[src/hdl/aps_pkg.sv]
// ----------------------------------------------------------------------------
// aps_pkg: shared types and constants of the ATA PIO read sequencer
// Field widths, command and register codes, task-file offsets, status bits,
// and the job descriptor handed from the front end to the beat generator.
// ----------------------------------------------------------------------------
package aps_pkg;

  // Geometry and field widths
  localparam int unsigned WORDS_PER_SECTOR = 256;
  localparam int unsigned WORD_IDX_W       = $clog2(WORDS_PER_SECTOR);
  localparam int unsigned CMD_W            = 2;
  localparam int unsigned LBA_W            = 28;
  localparam int unsigned COUNT_W          = 16;
  localparam int unsigned VALUE_W          = 16;
  localparam int unsigned LIMIT_W          = 24;
  localparam int unsigned CFG_IDX_W        = 1;
  localparam int unsigned KIND_W           = 2;
  localparam int unsigned PORT_W           = 3;
  localparam int unsigned BYTE_W           = 8;
  localparam int unsigned PHASE_W          = 3;
  localparam int unsigned STEP_W           = 3;
  localparam int unsigned ISSUE_BEATS      = 6;
  localparam int unsigned QUEUE_DEPTH_DEF  = 2;

  // Request commands
  localparam logic [CMD_W-1:0] CMD_PROBE = 2'd0;
  localparam logic [CMD_W-1:0] CMD_READ  = 2'd1;
  localparam logic [CMD_W-1:0] CMD_REPLY = 2'd2;

  // Configuration register indexes and reset values
  localparam logic [CFG_IDX_W-1:0] CFG_READ_LIMIT  = 1'b0;
  localparam logic [CFG_IDX_W-1:0] CFG_PROBE_LIMIT = 1'b1;
  localparam logic [LIMIT_W-1:0]   READ_LIMIT_RST  = 24'd1000000;
  localparam logic [LIMIT_W-1:0]   PROBE_LIMIT_RST = 24'd100000;

  // Bus access kinds
  localparam logic [KIND_W-1:0] BUS_NONE  = 2'd0;
  localparam logic [KIND_W-1:0] BUS_READ  = 2'd1;
  localparam logic [KIND_W-1:0] BUS_WRITE = 2'd2;

  // Task-file register offsets
  localparam logic [PORT_W-1:0] PORT_DATA   = 3'd0;
  localparam logic [PORT_W-1:0] PORT_COUNT  = 3'd2;
  localparam logic [PORT_W-1:0] PORT_LBA0   = 3'd3;
  localparam logic [PORT_W-1:0] PORT_LBA1   = 3'd4;
  localparam logic [PORT_W-1:0] PORT_LBA2   = 3'd5;
  localparam logic [PORT_W-1:0] PORT_DEVICE = 3'd6;
  localparam logic [PORT_W-1:0] PORT_CMD    = 3'd7;

  // Status bits and written bytes
  localparam int unsigned ST_BSY_BIT = 7;
  localparam int unsigned ST_DRQ_BIT = 3;
  localparam int unsigned ST_ERR_BIT = 0;
  localparam logic [BYTE_W-1:0] SECTOR_COUNT_ONE = 8'h01;
  localparam logic [BYTE_W-1:0] DEV_LBA_MODE     = 8'hE0;
  localparam logic [BYTE_W-1:0] ATA_READ_SECTORS = 8'h20;

  // Beats that open a job
  typedef enum logic [1:0] {
    HEAD_NONE,
    HEAD_WORD,
    HEAD_ISSUE
  } head_e;

  // Beat that closes a job
  typedef enum logic [1:0] {
    TAIL_STATUS,
    TAIL_DATA,
    TAIL_DONE_OK,
    TAIL_DONE_FAIL
  } tail_e;

  typedef struct packed {
    head_e                 head;
    tail_e                 tail;
    logic [VALUE_W-1:0]    word_value;
    logic [WORD_IDX_W-1:0] word_pos;
    logic [LBA_W-1:0]      lba;
    logic [COUNT_W-1:0]    head_sector;
    logic [COUNT_W-1:0]    tail_sector;
  } aps_job_t;

  typedef struct packed {
    logic [KIND_W-1:0]     bus_kind;
    logic [PORT_W-1:0]     bus_port;
    logic [BYTE_W-1:0]     bus_wdata;
    logic                  word_valid;
    logic [VALUE_W-1:0]    word_value;
    logic [WORD_IDX_W-1:0] word_position;
    logic [COUNT_W-1:0]    sector_position;
    logic                  done_res;
    logic                  success;
    logic                  last;
  } aps_res_t;

endpackage

[src/hdl/aps_queue.sv]
// ----------------------------------------------------------------------------
// aps_queue: job queue between front end and beat generator
// Small register FIFO; the head entry is visible to the consumer.
// ----------------------------------------------------------------------------
module aps_queue import aps_pkg::*; #(
  parameter int unsigned DEPTH = QUEUE_DEPTH_DEF
) (
  input  logic     clk_i,
  input  logic     rst_ni,
  input  logic     push_i,
  input  aps_job_t job_i,
  output logic     full_o,
  output logic     valid_o,
  output aps_job_t job_o,
  input  logic     pop_i
);

  localparam int unsigned PTR_W = (DEPTH > 1) ? $clog2(DEPTH) : 1;
  localparam int unsigned CNT_W = $clog2(DEPTH + 1);
  localparam logic [PTR_W-1:0] PTR_LAST = PTR_W'(DEPTH - 1);
  localparam logic [CNT_W-1:0] CNT_FULL = CNT_W'(DEPTH);

  aps_job_t         mem_q [DEPTH];
  logic [PTR_W-1:0] wr_ptr_q, rd_ptr_q;
  logic [CNT_W-1:0] count_q;
  logic             do_push, do_pop;

  assign full_o  = (count_q == CNT_FULL);
  assign valid_o = (count_q != '0);
  assign job_o   = mem_q[rd_ptr_q];
  assign do_push = push_i && !full_o;
  assign do_pop  = pop_i && valid_o;

  // Store entries
  always_ff @(posedge clk_i) begin
    if (do_push) begin
      mem_q[wr_ptr_q] <= job_i;
    end
  end

  // Advance pointers and fill count
  always_ff @(posedge clk_i or negedge rst_ni) begin
    if (!rst_ni) begin
      wr_ptr_q <= '0;
      rd_ptr_q <= '0;
      count_q  <= '0;
    end else begin
      if (do_push) begin
        wr_ptr_q <= (wr_ptr_q == PTR_LAST) ? '0 : wr_ptr_q + PTR_W'(1);
      end
      if (do_pop) begin
        rd_ptr_q <= (rd_ptr_q == PTR_LAST) ? '0 : rd_ptr_q + PTR_W'(1);
      end
      if (do_push && !do_pop) begin
        count_q <= count_q + CNT_W'(1);
      end else if (do_pop && !do_push) begin
        count_q <= count_q - CNT_W'(1);
      end
    end
  end

endmodule

[config.mk]
export PLATFORM = sky130hd
export DESIGN_NAME = aps_queue
export DESIGN_NICKNAME = d
export VERILOG_FILES = /design/src/hdl/aps_pkg.sv /design/src/hdl/aps_queue.sv
export SDC_FILE = /design/constraint.sdc
export NUM_CORES = 1
export LEC_CHECK = 0
export BUFFER_PORTS_ARGS = -buffer_cell sky130_fd_sc_hd__buf_2
export CORE_MARGIN = 5
export CORE_UTILIZATION = 47
export CTS_CLUSTER_SIZE = 16
export DETAILED_ROUTE_END_ITERATION = 8
export GPL_TIMING_DRIVEN = 0
export HOLD_SLACK_MARGIN = 0.08
export PLACE_DENSITY = 0.81
export SLEW_MARGIN = 20
export SYNTH_ARGS = -nofsm -noshare
export SYNTH_HDL_FRONTEND = slang
export SYNTH_SLANG_ARGS = --single-unit
[constraint.sdc]
create_clock -name clk_i -period 4.8 [get_ports clk_i]
set_input_delay 0.96 -clock clk_i [delete_from_list [all_inputs] [get_ports clk_i]]
set_output_delay 0.96 -clock clk_i [all_outputs]
set_load 0.02 [all_outputs]
==> results.toml, run 1 <==
[logic_synthesis]
synthCells = 293
ys_seq_area_share_pct = 81.8
synth_cell_types = 15
synthAdderAreaFrac_pct = 0.190
muxShareOfSynthArea_pct = 15.6
synthSimpleGateAreaFrac_pct = 0.513
synth_fp_nets = 386
ys_warn_count = 0
ys_ff_latch = 180
synth_top_family_by_area = "multiplexers"
syn_area_sq_mm = 0.00658
syn-mean-instance-area_sq_um = 22.5
synth_xor_area_share_pct = 0.666
synth-compound-area-share_pct = 0

[finish]
fin_cells = 690
fillers = 1034
finalNetCount = 590
antenna_cells = 0
area_growth_pct = 27.6
finalInstanceArea_sq_mm = 0.00839
seqCellArea_sq_mm = 0.00539
drive_gt1_share_pct = 61.0
multiInputGateArea_sq_mm = 0.00113

[clocking]
root_buffer = "clkbuf_16"
cts.sinks = 180
numCtsBuffers = 17
path_clk_slew_ns = 0.06
cts_buffer_depth = 2
clk_latency_ns = 0.41
cts_resized = 0
cts-htree-levels = 4
postCtsHoldBufs = 0
postCtsSetupRepairBufs = 0
cts_tree = "done"

[placement]
port_buffers = 181
place_hpwl_mm = 8.32
placed_cells = 658
gp_congestion = 0.740
placed_area_sq_mm = 0.00782

[global_route]
grt_start_max_net_pins = 46
grt_use_total_pct = 14.6
grt_pass1_vias = 3719
antenna_found_initial = 0
grt-ovfl-total = 0
grt_pass1_wl_mm = 18.2

[detailed_routing]
drt_iter0_drc = 153
routed_via_density = 4.84
remaining_drc_errors = 0
drtAntennaViolNets = 0
dr_total_vias = 3339
dr.pass1.iters = 4
wire_per_inst_microns = 17.0
wl_mm = 11.7

[critical_path]
cp-endpoint = "job_o[49]"
startpoint_type = "flop"
crit_fanout = 10
crit_type = "reg2out"
rr_endpoint = "mem_q[0][52]"
path_cells = "buf_6 > buf_6 > buf_6 > mux2_4 > buf_2"
cp-end-kind = "output port"
crit_required_ns = 3.84
rr_worst_depth = 5
crit_slowest_cell = "dfrtp_1"
reg2reg_from = "count_q[0]"
worstPathArrival_ns = 1.70
slowest_delay_ns = 0.33
rrSetupSlack_ns = 2.74
cp_common_cell = "buf_6"
crit_start = "rd_ptr_q"

[floorplanning]
coreArea_sq_mm = 0.0138
start_util_pct = 47.6
die_w_microns = 128
io-pin-count = 182
die_area_sq_mm = 0.0165
dieHeight_microns = 128
row_count = 43

[sta]
hold_viol_final = 0
drv_slew = 0
relSlewSlack_pct = 54.3
rsz0062_at_grt = "no"
fin_skew_ns = 0.00731
fmax_ghz = 0.376
finalCritPeriodShare_pct = 55.4
worst_slew_pin_slew_ns = 0.684
setup_viol = 0
period_needed_ns = 2.66

[min_path]
hold_path_class = "in2async"

[power]
ir_drop_mv = 0.341
power_density_mw_per_mm2 = 643
p_leak_nw = 3.20
total_power_mw = 5.40

[outcome]
outcome = "complete, no violations"

[run]
cap_violations = 0
==> cell type report <==
class                      count  area share, %
clock buffer                  21           5.25
clock inverter                11           1.61
tap                          180           2.68
multi-input combinational    101           13.5
inverter                       2         0.0894
buffer                        10          0.820
timing repair buffer         185           11.9
sequential                   180           64.2
==> placed cells by master, fill, tap and decap left out, types with 2 or more instances in the layout <==
master / count
buf_12: 2
buf_16: 2
buf_2: 188
buf_6: 3
bufinv_16: 3
clkbuf_1: 4
clkbuf_16: 17
clkinv_1: 3
clkinv_2: 2
clkinvlp_4: 2
dfrtp_1: 4
edfxtp_1: 176
inv_1: 2
mux2_2: 78
mux2_4: 10
nand2_1: 2
xnor2_1: 3
xor2_1: 2
==> sequential cells by signal, summed over array words and instances, names as in the netlist <==
register / flops
count_q: 2
rd_ptr_q: 1
wr_ptr_q: 1
mem_q: 176
==> synthesized netlist by cell type (all sizes together) <==
library cell,number,area share (%)
buf,10,1.0
xnor2,3,0.40
inv,2,0.11
and3,1,0.095
or2,1,0.095
mux2,88,16
nand2,2,0.11
dfrtp,4,1.5
xor2,2,0.27
nor2,2,0.11
ha,1,0.19
nand2b,1,0.095
edfxtp,176,80
==> worst min-delay path by stage <==
stage | end | slack (ns) | depth (start not counted)
floorplan | count_q[1] | 0.46 | 1
global placement | count_q[1] | 0.47 | 1
detailed placement | count_q[1] | 0.49 | 1
CTS | wr_ptr_q | 0.32 | 1
global route | wr_ptr_q | 0.33 | 1
finish | wr_ptr_q | 0.35 | 1
==> stage by stage <==
stage / setup TNS [ns] / setup WS, ns / util (%) / hold WS [ns]
2_1_floorplan: 0 / 1.03 / - / 0.456
3_3_place_gp: -12.99 / -0.153 / 55.8 / 0.472
3_5_place_dp: 0 / 2.26 / 56.5 / 0.487
4_1_cts: 0 / 2.09 / 60.7 / 0.321
5_1_grt: 0 / 2.05 / 60.7 / 0.327
6_report: 0 / 2.14 / 60.7 / 0.347
==> logic make-up after synthesis <==
family | count (synthesis)
and+or+nand+nor | 7
adders and majority gates | 1
buffers and inverters | 12
DFF | 180
xor gates and xnor gates | 5
muxes | 88
==> where the power goes <==
group | leakage (nW) | switching [mW] | total (mW) | internal, mW
Combinational | 1.24 | 1.07 | 1.83 | 0.752
Clock | 0.274 | 0.528 | 1.34 | 0.813
Sequential | 1.68 | 0.0820 | 2.23 | 2.15
==> routing by layer <==
metal  GRT usage [%]  wire length (microns)  up-vias
met4            6.37                    179        0
met5               0                      0        -
met1            16.5                   4450     1635
met2            25.3                   6130      122
met3            4.83                    941       14
li1                -                      -     1568
==> worst max-delay path: cells and delay by family, from the launching register on <==
kind,cells,cell delay (ns)
DFF,1,0.33
muxes,1,0.31
buffers and inverters,4,0.65
Power figures use the tool's default switching activity.
==> run 2: changes to the inputs <==
ABC_AREA = 1   (was default)
clock period = 2.2 ns   (was 4.8 ns; I/O delays follow)
==> run 2 against run 1 <==
Core utilization increased by 1.1 points. Critical path depth increased by 1. Wire length increased by 18%. Area after synthesis increased by 0.59%. Clock skew about the same. Power increased by 130%. Count of clock-buffer cells in the layout decreased by 3. Combinational power increased by 150%. Largest power group unchanged.
==> results.toml, run 2 <==
[sta]
whs_ns = 0.203
setup_slack_ns = 0.0994
drv_slew = 0
setup_viol = 0
period_needed_ns = 2.10
fmax_ghz = 0.476
relSlewSlack_pct = 54.5
hold_viol_final = 0
worst_slew_pin_slew_ns = 0.681
finalCritPeriodShare_pct = 95.5
fin_skew_ns = 0.00721
setup_tns_ns = 0

[logic_synthesis]
synth_top_cell_by_area = "edfxtp_1"
yosysTopAreaCellShare_pct = 79.8
syn_area_sq_mm = 0.00662
synth_area_leaders = "edfxtp_1 (80%), nand2_1 (16%), dfrtp_1 (1.5%), buf_2 (1.1%), inv_1 (0.40%)"
synthSimpleGateAreaFrac_pct = 16.0
syn-mean-instance-area_sq_um = 13.5
yosys-top-cells-count = "nand2_1 (275), edfxtp_1 (176), buf_2 (14)"
ys_ff_latch = 180
synth_cell_types = 14
synth-compound-area-share_pct = 0.0756
synthArstFlopShare_pct = 2.22
synth-main-ff-cell = "edfxtp_1"
synthAdderAreaFrac_pct = 0.189
ys_seq_area_share_pct = 81.4
synth_top_family_by_area = "simple AND/OR/NAND/NOR gates"
synth_most_common_cell = "nand2_1"
synth_edf_count = 176
synthCells = 491
synth_fp_nets = 584
synth_xor_area_share_pct = 0.132
muxShareOfSynthArea_pct = 0
ys_warn_count = 0

[global_route]
grt_use_total_pct = 16.8
grt.met2_usage_pct = 28.8
use_met1_pct = 19.3
top_usage_layer = "met2"
grt_start_max_net_pins = 35
grt_use_met3_pct = 6.31
antenna_found_initial = 1
grt_pass1_wl_mm = 21.3
grt_pass1_vias = 4403
grt-ovfl-total = 0

[critical_path]
rr_worst_depth = 5
crit_type = "reg2out"
cp-end-kind = "output port"
crit_fanout = 10
startpoint_type = "flop"
worstPathArrival_ns = 1.66
crit_required_ns = 1.76

[detailed_routing]
dr.pass1.iters = 4
remaining_drc_errors = 0
drtAntennaViolNets = 0
dr_total_vias = 4224
wl_mm = 13.8
wire_per_inst_microns = 15.5
routed_via_density = 4.74
drt_iter0_drc = 177

[clocking]
root_buffer = "clkbuf_16"
cts-htree-levels = 4
cts_tree = "done"
path_clk_slew_ns = 0.07
postCtsSetupRepairBufs = 0
cts.sinks = 180
clk_latency_ns = 0.42
cts_buffer_depth = 2
numCtsBuffers = 17

[floorplanning]
start_util_pct = 47.9
row_count = 43
io-pin-count = 182
coreArea_sq_mm = 0.0138
die_w_microns = 129
dieHeight_microns = 129
die_area_sq_mm = 0.0166

[placement]
place_hpwl_mm = 9.81
port_buffers = 181
placed_cells = 858
gp_congestion = 0.793
placed_area_sq_mm = 0.00792
pre_cts_slack_ns = 0.161

[power]
power_density_mw_per_mm2 = 1460
p_leak_nw = 3.72
ir_drop_mv = 0.899
total_power_mw = 12.5

[finish]
largest-register = "mem_q"
final_core_util_pct = 61.8
finalNetCount = 791
largest_reg_flops = 176
antenna_cells = 0
drive_gt1_share_pct = 34.0
fillers = 1069
top_regs = "mem_q x176, count_q x2"
mostFrequentLayoutCell = "nand2_1"
fin_cells = 891
most-common-layout-cells = "nand2_1 (274), buf_2 (190), edfxtp_1 (176)"
area_growth_pct = 29.2
finalInstanceArea_sq_mm = 0.00855

[min_path]
min_path_cells = 1
hold_path_class = "in2reg"

[outcome]
outcome = "complete, no violations"

[run]
cap_violations = 0
## run 2: worst max-delay path, stage by stage, from the launching register on
cell and delay, ns:
dfrtp_1 0.35, buf_6 0.17, buf_4 0.19, buf_4 0.18, nand2_1 0.08, nand2_1 0.09
buf_2 0.17
## run 2: cell families after synthesis
| group | Yosys count |
|---|---|
| XOR/XNOR | 1 |
| adder cells (fa/ha/maj) | 1 |
| flip-flops | 180 |
| AO/OA/AOI/OAI | 1 |
| AND/OR/NAND/NOR | 281 |
| buffers and inverters | 27 |
## run 2: cell type report
cell class	count	area [sq um]	area share, %
buffer	19	126	1.48
clock buffer	18	429	5.02
tap	180	225	2.63
inverter	8	41.3	0.483
timing repair buffer	188	1060	12.4
clock inverter	14	175	2.05
sequential	180	5390	63.0
multi-input combinational	284	1110	12.9
## run 2: where the power goes
group	switching [mW]	leakage [nW]	internal, mW
clock network	1.26	0.290	1.80
logic	3.13	1.75	1.41
registers	0.184	1.69	4.67
total	4.58	3.72	7.88
## run 2: path summary, 6_finish.rpt
kind	from	to	slack [ns]
setup / recovery	rd_ptr_q	job_o[56]	0.1
hold / removal	job_i[59]	mem_q[1][59]	0.20
setup reg to reg	count_q[1]	mem_q[1][2]	0.15
hold reg to reg	count_q[1]	count_q[1]	0.49
max in group asynchronous	rst_ni	count_q[0]	1.71
min in group asynchronous	rst_ni	rd_ptr_q	0.36
## run 2: timing repair
action | 4_1_cts | 5_1_grt
hold buffers | 1 | 0
endpoints found under the setup margin | 5 | 12
gates cloned | 0 | 0
gates resized for setup | 3 | 5
hold endpoints to repair | 4 | 0
## run 2: routing by layer
| metal | up-vias | wire (microns) | share of wire [%] |
|---|---|---|---|
| li1 | 2072 | - | - |
| met1 | 1985 | 5280 | 38 |
| met2 | 146 | 7030 | 51 |
| met3 | 19 | 1250 | 9.1 |
| met4 | 2 | 227 | 1.6 |
| met5 | - | 7 | 0.051 |
==> run 3: changes to the inputs <==
CORE_UTILIZATION = 32   (was 47)
PLACE_DENSITY = 0.6   (was 0.81)
SLEW_MARGIN = default   (was 20)
==> run 3 against run 2 <==
Non-clock buffer count is 2 lower. Sequential power hardly changed. Wire length is 3.2% higher. Via count is 3.4% lower. Count of clock-buffer cells in the layout is 1 higher. Critical path depth stayed put. Sequential share of layout area is 0.37 points lower. Hold slack better by 0.0093 ns. Final cell count is 9.5% higher. Combinational power hardly changed. Largest cell class unchanged. Largest power group unchanged.
==> results.toml, run 3 (synthesis gave the netlist of run 2 again) <==
[finish]
mostFrequentLayoutCell = "nand2_1"
drive_gt1_share_pct = 33.4
fin_cells = 976
top_regs = "mem_q x176, count_q x2"
area_growth_pct = 30.0
largest_reg_flops = 176
antenna_cells = 0
largest-register = "mem_q"
finalNetCount = 789
fillers = 1893
most-common-layout-cells = "nand2_1 (274), buf_2 (190), edfxtp_1 (176)"

[global_route]
grt_use_met3_pct = 4.58
top_usage_layer = "met2"
grt-ovfl-total = 0
grt_pass1_vias = 4111
grt.met2_usage_pct = 19.9
use_met1_pct = 15.0
antenna_found_initial = 2
grt_start_max_net_pins = 40
grt_use_total_pct = 12.2
grt_pass1_wl_mm = 22.0

[clocking]
numCtsBuffers = 17
cts-htree-levels = 4
cts_buffer_depth = 2
cts_tree = "done"
clk_latency_ns = 0.41
postCtsSetupRepairBufs = 0
cts.sinks = 180
path_clk_slew_ns = 0.06
root_buffer = "clkbuf_16"

[placement]
gp_congestion = 0.760
pre_cts_slack_ns = 0.362
port_buffers = 181
place_hpwl_mm = 9.84
placed_cells = 947

[floorplanning]
dieHeight_microns = 154
die_area_sq_mm = 0.0237
coreArea_sq_mm = 0.0203
io-pin-count = 182
start_util_pct = 32.6
die_w_microns = 154
row_count = 52

[critical_path]
crit_type = "reg2out"
crit_required_ns = 1.76
rr_worst_depth = 5
rr_endpoint = "mem_q[1][46]"
cp-end-kind = "output port"
startpoint_type = "flop"
crit_fanout = 10
worstPathArrival_ns = 1.61
reg2reg_from = "count_q[1]"
rrSetupSlack_ns = 0.38

[sta]
relSlewSlack_pct = 71.2
setup_tns_ns = 0
period_needed_ns = 2.05
fin_skew_ns = 0.00754
setup_viol = 0
setup_slack_ns = 0.150
finalCritPeriodShare_pct = 93.2
worst_slew_pin_slew_ns = 0.428
rsz0062_at_grt = "no"
fmax_ghz = 0.488
whs_ns = 0.212
drv_slew = 0
hold_viol_final = 0

[min_path]
hold_start = "job_i[4]"
min_path_cells = 1
hold_path_class = "in2reg"
hold_path_end = "mem_q[0][4]"

[detailed_routing]
dr.pass1.iters = 4
wire_per_inst_microns = 14.6
dr_total_vias = 4082
drt_iter0_drc = 150
routed_via_density = 4.18
drtAntennaViolNets = 0
remaining_drc_errors = 0
wl_mm = 14.2

[power]
p_leak_nw = 3.70
power_density_mw_per_mm2 = 1440
ir_drop_mv = 0.645

[outcome]
outcome = "complete, no violations"

[run]
cap_violations = 0
-- run 3: cell count changes in the layout (fill, tap and decap cells not counted), moves of 2 or more --
cell | before | now
buf_4 | 6 | 4
inv_6 | 5 | 1
buf_6 | 3 | 1
clkbuf_4 | 1 | 3
buf_16 | 3 | 0
buf_12 | 3 | 5
-- run 3: area by class of cell --
cell class,instances,area [sq um],share of cell area [%]
Clock buffer,19,433,5.03
Timing Repair Buffer,187,1020,11.8
Multi-Input combinational cell,284,1110,12.9
Inverter,8,41.3,0.480
Sequential cell,180,5390,62.6
Tap cell,270,338,3.93
Buffer,18,121,1.41
Clock inverter,10,159,1.85
-- run 3: critical path: stages, from the launching register on --
cell and delay (ns):
dfrtp_1 0.32, buf_4 0.20, buf_6 0.17, buf_4 0.19
nand2_1 0.07, nand2_1 0.08, buf_2 0.16
-- run 3: how the worst max path moves through the flow --
stage	startpoint	endpoint	cells past startpoint
after floorplan	count_q[0]	mem_q[0][0]	4
after global placement	push_i	mem_q[0][46]	5
after detailed placement	push_i	mem_q[1][2]	5
after CTS	rd_ptr_q	job_o[60]	7
after global routing	rd_ptr_q	job_o[64]	6
final	rd_ptr_q	job_o[64]	6
-- run 3: timing repair --
action | 4_1_cts | 5_1_grt
pin swaps | 0 | 0
gates resized for setup | 2 | 7
hold buffers | 1 | 0
setup endpoints to repair | 14 | 26
hold endpoints to repair | 4 | 0
-- run 3: metal layers --
layer / up-vias / wire (microns)
li1: 2061 / -
met1: 1884 / 6220
met2: 117 / 6800
met3: 16 / 977
met4: 4 / 222
met5: - / 19
-- run 3: where the power goes --
group / internal, mW / switching, mW / leakage [nW]
registers: 4.66 / 0.160 / 1.69
logic: 1.35 / 3.17 / 1.72
clock network: 1.88 / 1.18 / 0.287
total: 7.89 / 4.52 / 3.70
-- run 3: per-stage QoR --
step | cell area (sq um) | power (mW) | utilization [%]
6_report | 8600 | 12.4 | 42.4
5_1_grt | 8600 | 13.2 | 42.4
4_1_cts | 8590 | 12.6 | 42.3
3_5_place_dp | 7990 | 9.52 | 39.3
3_3_place_gp | 7890 | 9.42 | 38.8
2_1_floorplan | 6640 | 7.73 | -
